===== config.mk =====
export PLATFORM = sky130hd
export DESIGN_NAME = name_to_sector_directory_table
export DESIGN_NICKNAME = d
export VERILOG_FILES = /design/src/hdl/nsdt_pkg.sv /design/src/hdl/nsdt_cell.sv /design/src/hdl/name_to_sector_directory_table.sv
export SDC_FILE = /design/constraint.sdc
export NUM_CORES = 2
export LEC_CHECK = 0
export BUFFER_PORTS_ARGS = -buffer_cell sky130_fd_sc_hd__buf_2
export CAP_MARGIN = 0
export CORE_MARGIN = 2
export CORE_UTILIZATION = 55
export CTS_BUF_LIST = sky130_fd_sc_hd__clkbuf_4 sky130_fd_sc_hd__clkbuf_8
export CTS_CLUSTER_DIAMETER = 50
export DETAILED_ROUTE_END_ITERATION = 8
export GPL_TIMING_DRIVEN = 0
export PLACE_DENSITY = 0.74
export SETUP_SLACK_MARGIN = 0.3
export SLEW_MARGIN = 20
export SYNTH_ARGS = -nofsm -noshare
export SYNTH_HDL_FRONTEND = slang
export SYNTH_HIERARCHICAL = 1
export SYNTH_SLANG_ARGS = --single-unit

===== constraint.sdc =====
create_clock -name clk -period 13.6 [get_ports clk]
set_input_delay 2.72 -clock clk [delete_from_list [all_inputs] [get_ports clk]]
set_output_delay 2.72 -clock clk [all_outputs]
set_load 0.02 [all_outputs]

===== src/hdl/nsdt_pkg.sv =====
`timescale 1ns / 1ps

package nsdt_pkg;

	localparam int ENTRIES_DEF    = 16;
	localparam int NAME_CHARS_DEF = 8;
	localparam int ENTRIES_MAX    = 256;
	localparam int SLOT_W         = $clog2(ENTRIES_MAX);

	localparam int FUNC_W      = 2;
	localparam int FILE_NAME_W = 64;
	localparam int SECTOR_W    = 16;
	localparam int STATUS_W    = 2;
	localparam int INDEX_W     = 4;

	localparam logic [FUNC_W-1:0] FN_FIND   = 2'd0;
	localparam logic [FUNC_W-1:0] FN_ADD    = 2'd1;
	localparam logic [FUNC_W-1:0] FN_REMOVE = 2'd2;

	localparam logic [STATUS_W-1:0] ST_OK        = 2'd0;
	localparam logic [STATUS_W-1:0] ST_NOT_FOUND = 2'd1;
	localparam logic [STATUS_W-1:0] ST_PRESENT   = 2'd2;
	localparam logic [STATUS_W-1:0] ST_FULL      = 2'd3;

	typedef logic [SLOT_W-1:0] slot_t;

	typedef struct packed {
		logic                   vld;
		logic [FUNC_W-1:0]      func;
		logic [FILE_NAME_W-1:0] key;
		logic [SECTOR_W-1:0]    sector;
		logic                   hit;
		slot_t                  hit_idx;
		logic [SECTOR_W-1:0]    hit_sector;
		logic                   free;
		slot_t                  free_idx;
	} req_t;

	typedef struct packed {
		logic                   set;
		logic                   clr;
		slot_t                  idx;
		logic [FILE_NAME_W-1:0] name;
		logic [SECTOR_W-1:0]    sector;
	} wr_t;

endpackage


===== src/hdl/nsdt_cell.sv =====
`timescale 1ns / 1ps

module nsdt_cell #(
	parameter int NAME_W = 64,
	parameter int SLOT   = 0
) (
	input  logic            clk,
	input  logic            arst_n,
	input  nsdt_pkg::req_t  req_in,
	output nsdt_pkg::req_t  req_out,
	input  nsdt_pkg::wr_t   wr
);
	import nsdt_pkg::*;

	localparam slot_t SLOT_ID = slot_t'(SLOT);

	logic                valid_q;
	logic [NAME_W-1:0]   name_q;
	logic [SECTOR_W-1:0] sector_q;
	logic                match;
	logic                sel;
	req_t                nxt;
	req_t                req_q;

	assign match = valid_q && (name_q == req_in.key[NAME_W-1:0]);
	assign sel   = (wr.idx == SLOT_ID);

	always_comb begin
		nxt = req_in;
		if (!req_in.hit && match) begin
			nxt.hit        = 1'b1;
			nxt.hit_idx    = SLOT_ID;
			nxt.hit_sector = sector_q;
		end
		if (!req_in.free && !valid_q) begin
			nxt.free     = 1'b1;
			nxt.free_idx = SLOT_ID;
		end
	end

	always_ff @(posedge clk or negedge arst_n) begin
		if (!arst_n) begin
			req_q <= '0;
		end else begin
			req_q <= nxt;
		end
	end

	always_ff @(posedge clk or negedge arst_n) begin
		if (!arst_n) begin
			valid_q <= 1'b0;
		end else if (wr.set && sel) begin
			valid_q <= 1'b1;
		end else if (wr.clr && sel) begin
			valid_q <= 1'b0;
		end
	end

	always_ff @(posedge clk) begin
		if (wr.set && sel) begin
			name_q   <= wr.name[NAME_W-1:0];
			sector_q <= wr.sector;
		end
	end

	assign req_out = req_q;

endmodule


===== src/hdl/name_to_sector_directory_table.sv =====
`timescale 1ns / 1ps

// A small associative directory of up to ENTRIES names, each mapped to a header sector.
// A request is taken at a rising edge where start is high and busy is low; it carries
// func (find, add or remove), file_name and header_sector. Only the low NAME_CHARS bytes
// of the name are compared, every one of them.
// The request walks down a row of ENTRIES cells, one cell per cycle, each cell holding one
// entry and noting the first match and the first free slot. When it leaves the last cell
// the result is registered, and any add or remove is written back on the same edge.
// The request passes from the head register through each cell register to the result
// registers. The result is on status, found_sector and entry_index, marked by done for
// exactly one cycle. The receiver cannot stall the block, so the result must be taken in
// that cycle.
// One request is handled at a time; busy is high during the walk, and the next request may
// be taken in the cycle where done is high.
// Reset clears every valid mark and any request in flight; stored names and sectors are
// left as they are and are never read until written.
module name_to_sector_directory_table #(
	parameter int ENTRIES    = nsdt_pkg::ENTRIES_DEF,
	parameter int NAME_CHARS = nsdt_pkg::NAME_CHARS_DEF
) (
	input  logic                             clk,
	input  logic                             arst_n,
	input  logic                             start,
	output logic                             busy,
	input  logic [nsdt_pkg::FUNC_W-1:0]      func,
	input  logic [nsdt_pkg::FILE_NAME_W-1:0] file_name,
	input  logic [nsdt_pkg::SECTOR_W-1:0]    header_sector,
	output logic                             done,
	output logic [nsdt_pkg::STATUS_W-1:0]    status,
	output logic [nsdt_pkg::SECTOR_W-1:0]    found_sector,
	output logic [nsdt_pkg::INDEX_W-1:0]     entry_index
);
	import nsdt_pkg::*;

	localparam int NAME_W = 8 * NAME_CHARS;

	typedef enum logic [1:0] {
		S_IDLE = 2'b01,
		S_SCAN = 2'b10
	} state_t;

	state_t              state_q;
	logic                accept;
	req_t                head_q;
	req_t                chain [ENTRIES+1];
	req_t                tail;
	wr_t                 wr;
	logic [STATUS_W-1:0] res_status;
	logic [SECTOR_W-1:0] res_sector;
	slot_t               res_idx;
	logic                done_q;
	logic [STATUS_W-1:0] status_q;
	logic [SECTOR_W-1:0] found_sector_q;
	logic [INDEX_W-1:0]  entry_index_q;

	assign accept = start && (state_q == S_IDLE);
	assign busy   = (state_q == S_SCAN);

	always_ff @(posedge clk or negedge arst_n) begin
		if (!arst_n) begin
			state_q <= S_IDLE;
		end else begin
			unique case (state_q)
				S_IDLE: begin
					if (accept) begin
						state_q <= S_SCAN;
					end
				end
				S_SCAN: begin
					if (tail.vld) begin
						state_q <= S_IDLE;
					end
				end
				default: begin
					state_q <= S_IDLE;
				end
			endcase
		end
	end

	always_ff @(posedge clk or negedge arst_n) begin
		if (!arst_n) begin
			head_q <= '0;
		end else begin
			head_q.vld        <= accept;
			head_q.func       <= func;
			head_q.key        <= FILE_NAME_W'(file_name[NAME_W-1:0]);
			head_q.sector     <= header_sector;
			head_q.hit        <= 1'b0;
			head_q.hit_idx    <= '0;
			head_q.hit_sector <= '0;
			head_q.free       <= 1'b0;
			head_q.free_idx   <= '0;
		end
	end

	assign chain[0] = head_q;

	for (genvar i = 0; i < ENTRIES; i++) begin : g_cell
		nsdt_cell #(
			.NAME_W (NAME_W),
			.SLOT   (i)
		) u_cell (
			.clk     (clk),
			.arst_n  (arst_n),
			.req_in  (chain[i]),
			.req_out (chain[i+1]),
			.wr      (wr)
		);
	end

	assign tail = chain[ENTRIES];

	always_comb begin
		res_status = ST_NOT_FOUND;
		res_sector = '0;
		res_idx    = '0;
		wr         = '0;
		wr.name    = tail.key;
		wr.sector  = tail.sector;
		unique case (tail.func)
			FN_FIND: begin
				if (tail.hit) begin
					res_status = ST_OK;
					res_sector = tail.hit_sector;
					res_idx    = tail.hit_idx;
				end
			end
			FN_ADD: begin
				if (tail.hit) begin
					res_status = ST_PRESENT;
				end else if (tail.free) begin
					res_status = ST_OK;
					res_idx    = tail.free_idx;
					wr.set     = tail.vld;
					wr.idx     = tail.free_idx;
				end else begin
					res_status = ST_FULL;
				end
			end
			FN_REMOVE: begin
				if (tail.hit) begin
					res_status = ST_OK;
					res_idx    = tail.hit_idx;
					wr.clr     = tail.vld;
					wr.idx     = tail.hit_idx;
				end
			end
			default: begin
				res_status = ST_NOT_FOUND;
			end
		endcase
	end

	always_ff @(posedge clk or negedge arst_n) begin
		if (!arst_n) begin
			done_q <= 1'b0;
		end else begin
			done_q <= tail.vld;
		end
	end

	always_ff @(posedge clk) begin
		if (tail.vld) begin
			status_q       <= res_status;
			found_sector_q <= res_sector;
			entry_index_q  <= res_idx[INDEX_W-1:0];
		end
	end

	assign done         = done_q;
	assign status       = status_q;
	assign found_sector = found_sector_q;
	assign entry_index  = entry_index_q;

endmodule

== Yosys cells after proc, flatten, opt, wreduce, memory -nomap -nowiden ==
Cells that the tools add are included.

* Muxes and demuxes: 81
* Equal/unequal tests: 37
* Div/mod/pow operators: 0
* Multipliers: 0
* Bitwise logic cells: 0
* $lt $le $gt $ge: 0
* $add $sub $neg: 0
* Reduce and logical (&&, ||, !) cells: 145
* Shift operators: 0

{| class="wikitable"
|+ Operators with widths
! operator !! count
|-
| == test 64 bit || 16
|-
| 2-to-1 mux 25 bit || 16
|-
| 2-to-1 mux 9 bit || 17
|-
| logical AND 1 bit || 79
|-
| == test 8 x 4 -> 1 bit, second input constant || 8
|-
| zero test 1 bit || 45
|-
| 2-to-1 mux 1 bit || 37
|-
| == test 8 x 3 -> 1 bit, second input constant || 4
|-
| nonzero test 2 bit || 16
|-
| == test 8 x 2 -> 1 bit, second input constant || 2
|-
| 2-to-1 mux 8 bit || 2
|-
| one-hot mux 8 bit (2 select lines) || 1
|-
| == test 8 x 1 -> 1 bit, second input constant || 1
|-
| zero test 8 bit || 1
|-
| 2-to-1 mux 2 bit || 4
|-
| one-hot mux 2 bit (2 select lines) || 2
|-
| one-hot mux 4 bit (2 select lines) || 1
|-
| == test 2 x 1 -> 1 bit, second input constant || 2
|-
| == test 2 bit, second input constant || 2
|-
| 2-to-1 mux 4 bit || 1
|-
| AND reduction 2 bit || 2
|-
| zero test 2 bit || 1
|-
| inequality test 2 x 1 -> 1 bit, second input constant || 1
|-
| inequality test 2 bit, second input constant || 1
|-
| OR reduction 2 bit || 1
|}

* Memories: 0
* ROM bits: 0
* Output and inout port bits: 24
* Logic and storage cells: 464
* Latch bits: 0
* Input port bits: 85
* RAM bits: 0
* Register bits: 3,276

== Longest topological paths before layout ==
* Depth after elaboration: 7
* Depth in mapped cells: 10
* Depth with buffers taken out: 9

== Hierarchy ==
The synthesis kept the hierarchy.

{| class="wikitable"
|+ Modules (own cells, without submodules)
! module !! area each (sq um) !! cells an instance !! sequential area each (sq um) !! instances
|-
| nsdt_cell at g_cell[1].u_cell ... || 6,598.8 || 354 || 5,355.1 || 4
|-
| nsdt_cell at g_cell[13].u_cell ... || 6,595.1 || 355 || 5,355.1 || 2
|-
| nsdt_cell at g_cell[10].u_cell ... || 6,496.2 || 338 || 5,355.1 || 2
|-
| nsdt_cell at g_cell[5].u_cell ... || 6,473.7 || 340 || 5,355.1 || 2
|-
| nsdt_cell at g_cell[11].u_cell ... || 6,470.0 || 343 || 5,355.1 || 2
|-
| nsdt_cell at g_cell[0].u_cell || 6,512.5 || 346 || 5,355.1 || 1
|-
| nsdt_cell at g_cell[15].u_cell || 6,493.7 || 348 || 5,355.1 || 1
|-
| nsdt_cell at g_cell[12].u_cell || 6,491.2 || 338 || 5,355.1 || 1
|-
| nsdt_cell at g_cell[3].u_cell || 6,468.7 || 340 || 5,355.1 || 1
|-
| name_to_sector_directory_table || 3,281.9 || 181 || 2,813.9 || 1
|}

== Worst setup path after synthesis ==
OpenSTA, ideal clock, no wires.

* Path kind: flip-flop to flip-flop
* From: register g_cell[15].u_cell.req_q, in the netlist g_cell[15].u_cell/req_out[115]
* To: register g_cell[3].u_cell.name_q[0] (enable)
* Data arrival time: 3.954 ns
* Cell stages (with the launch flop): 10
* Data required time: 13.152 ns
* Path buffers: 1
* Path slack: 9.198 ns
* Cells stage by stage: dfrtp_1 inv_1 ha_1 and3b_1 buf_6 a32oi_1 nor2b_1 or4_1 nor4_1 and2_1

{| class="wikitable"
|+ RTL lines
! item !! RTL line !! RTL
|-
| start: declaration || nsdt_cell.sv:23 || <nowiki>req_t req_q;</nowiki>
|-
| start signal: assignment || nsdt_cell.sv:45 || <nowiki>req_q <= nxt;</nowiki>
|-
| end signal: assignment || nsdt_cell.sv:61 || <nowiki>name_q <= wr.name[NAME_W-1:0];</nowiki>
|-
| end: declaration || nsdt_cell.sv:18 || <nowiki>logic [NAME_W-1:0] name_q;</nowiki>
|}

==> metrics.md <==
| Metric | Value |
|---|---|
| Initial antenna violation count | 10 |
| YS warnings | 6 |
| Largest net degree at the start of global routing | 146 |
| Leak pwr | just under 50 nW |
| Core ar. | a little under 200000 um2 |
| Top cells by area, synth | dfrtp_1 (46%), edfxtp_1 (36%), xnor2_1 (4.6%) |
| Worst Min Path Start | g_cell[14].u_cell/req_out[38] |
| TNS Setup | 0 ns |
| Post-Syn Area | approximately 110000 um2 |
| Worst-path cell chain | buf_12 > buf_16 > buf_16 > buf_16 > buf_16 > buf_16 |
| Total Routing Usage GR | 0.2281 |
| Hold Path Sink | g_cell[15].u_cell/req_out[38] |
| # resized after CTS | 0 |
| Mean routed wirelength per cell | 23.35 um |
| Die Width | ~450 um |
| Worst r2r dst | g_cell[3].u_cell/name_q[50] |
| Slew Limit Fails | 0 |
| Finished Layout Cells | ~9400 |
| Setup ws final | approximately 8.4 ns |
| Library cells used by synthesis | 64 |
| WHS Path Cells | 0 |
| Critical path arrival | around 6.3 ns |
| Worst Setup Start Kind | primary input |
| Vias/cell | about 5.2 |
| Post-CTS Setup Bufs | 0 |
| Initial DRT Pass Iterations | 6 |
| Worst Path Required | between 10 and 15 ns |
| Placed Area | 112700 um2 |
| Worst-path fanout max | 142 |
| Placed Cells incl. Taps | approximately 8500 |
| Post-synth ARST share | 0.6026 |
| RSZ-0062 raised after global routing | no |
| Final RePlAce weighted congestion | slightly above 0.9 |
| Post-route antenna net violation count | 0 |
| Number of placed I/O pins | approximately 110 |
| Clk buf depth | 4 |
| Clock Latency Late Sink | around 1.1 ns |
| Seq/Total Area, Yosys | 0.8216 |
| Max Fclk | 0.1914 GHz |
| Maxcap violations | 0 |
| Number of global-route vias before repair | 51330 |
| CP most frequent cell | buf_16 |
| Top cell type's share of synthesized area | 0.4584 |
| Total CTS buffers | a little under 500 |
| Worst hold path class | reg -> reg |
| Port bufs | ~110 |
| CP endpoint kind | asynchronous set/reset pin |
| Commonest non-fill, non-tap cell in the layout | dfrtp_1 |
| Status | finished, final reports clean |
| Reg clk slew, reported paths | approximately 0.060 ns |
| Sinks on Clock Net | around 3300 |
| Post-synth top flop | dfrtp_1 |
| Most frequent cells in the layout | dfrtp_1 (1948), edfxtp_1 (1302), clkbuf_8 (596), xnor2_1 (570), nor2b_1 (267) |
| Final Hold Fails | 0 |
| Peak VDD IR | about 0.12 mV |
| H-Tree Depth | 5 |
| Synth area leader | dfrtp_1 |
| FF-to-FF setup slack | 9.59 ns |
| Total number of vias | 48710 |
| Crit-path slowest cell | buf_16 |
| Area growth syn-to-layout | 14.44% |
| Crit path kind | in -> async |
| Post-synthesis register bit count | about 3300 |
| Final setup fails | 0 |
| Die ar. | between 150000 and 200000 um2 |
| Mean Syn Cell Area | approximately 19 um2 |
| Grt total ovfl | 0 |
| Detailed Place HPWL | around 150 mm |
| Fin nets | approximately 6500 |
| CP max stage delay | approximately 0.54 ns |
| Path depth of the worst reg2reg path | 10 |
| Clock skew | ~0.073 ns |
| Clk root buf | clkbuf_8 |
| Worst r2r src | g_cell[15].u_cell/req_out[115] |
| Slew margin rel. | 0.1906 |
| Number of flops mapped to enable cells by yosys | between 1000 and 1500 |
| CTS Hold Bufs | 0 |
| Mapped Cells | 5721 |
| Ratio of cells with drive above 1 in the final layout | 0.2085 |
| DRC violations left | 0 |
| Worst setup startpoint | arst_n |
| Site Rows | 162 |
| Starting density of the core | 0.5530 |
| First-pass GRT wire length | ~330 mm |
| CTS tree | done |
| Design Area, Final | 123300 um2 |
| Iteration-0 DRC Markers | around 4000 |
| Die height | 446.5 um |
| Post-route minimum period | ~5.2 ns |
| Actual transition at the worst max-transition pin | ~1.2 ns |
| Setup WS pre-CTS | just over 7 ns |
| PwrDens | 158.5 nW/um2 |
| Routed WL | around 220 mm |
| Final period utilization | 0.3841 |
## kinds of logic (layout without fill, tap and decap cells)
logic type      count (synthesis)  in the layout  synth area share
compound gates                231            231           0.01833
xor+xnor                      780            780           0.06342
fa+ha+maj                       6              6         0.0006969
buf+inv                       230           1288           0.01034
flops                        3276           3276            0.8216
mux                           256            256           0.02990
other cells                     1             47        0.00003481
simple gates                  941            941           0.05569
## critical path, delay by kind of cell
| kind | cells | cell delay [ns] |
|---|---|---|
| buf+inv | 6 | 2.91 |
## through the flow
stage | utilization | hold WS [ns] | power (mW)
global route | 0.6327 | 0.3309 | 20.24
detailed placement | 0.5786 | 0.3347 | 11.50
CTS | 0.6326 | 0.3315 | 19.73
finish | 0.6328 | 0.3165 | 19.54
floorplan | - | 0.3312 | 11.11
global placement | 0.5733 | 0.3311 | 11.48
## how the worst max path moves through the flow
stage,slack [ns],depth (start not counted),endpoint
floorplan,9.20,9,g_cell[3].u_cell/name_q[0]
global placement,-32.99,1,g_cell[14].u_cell/req_out[111]
detailed placement,7.21,6,g_cell[15].u_cell/req_out[50]
CTS,8.38,6,g_cell[15].u_cell/req_out[50]
global route,7.90,6,g_cell[15].u_cell/req_out[50]
finish,8.38,6,g_cell[15].u_cell/req_out[50]
## state kept, by name (all words and copies together), names as in the netlist
signal and count:
g_cell.u_cell/sector_q 256, done 1, chain 83, g_cell.u_cell/req_out 1872, status 2, entry_index 4, state_q 2, g_cell.u_cell/valid_q 16
found_sector 16, g_cell.u_cell/name_q 1024
## synth_stat cells, drive strengths merged, types with 11 or more instances
library cell	number
and2	17
nor3	16
o2111ai	36
a22oi	12
nor2b	271
mux2	256
or4	13
nand3	22
xnor2	570
o22ai	43
buf	34
and3	17
dfrtp	1973
edfxtp	1302
a2111oi	19
and2b	12
nor2	47
a222oi	12
a21oi	11
nor4	112
o31ai	14
xor2	210
nand2	35
a2111o	24
a21o	16
nand2b	121
inv	193
or2	65
nand4	166
## final cells by class
class,instances,area [um2]
plain buffers,37,389.1
well taps,2624,3283
clock inverters,100,669.4
clock buffers,815,9847
flip-flops and latches,3276,88530
diodes,11,27.53
repair buffers,143,1499
fillers,13360,71520
multi-input cells,2250,18300
inverters,193,724.4
## metal layers
layer | routed length, um | up-vias | track usage
li1 | - | 21580 | -
met1 | 94190 | 25270 | 0.3180
met2 | 108300 | 1442 | 0.3685
met3 | 10840 | 405 | 0.03729
met4 | 7269 | 0 | 0.08195
met5 | 0 | - | 0
## report_power, final
group,internal [mW],switching (mW),total [mW],leakage [nW]
clock,4.70,3.53,8.23,5.65
sequential,10.6,0.297,10.9,34.8
combinational,0.179,0.244,0.423,8.16
total,15.5,4.08,19.5,48.7
(Power assumes the default switching activity.)
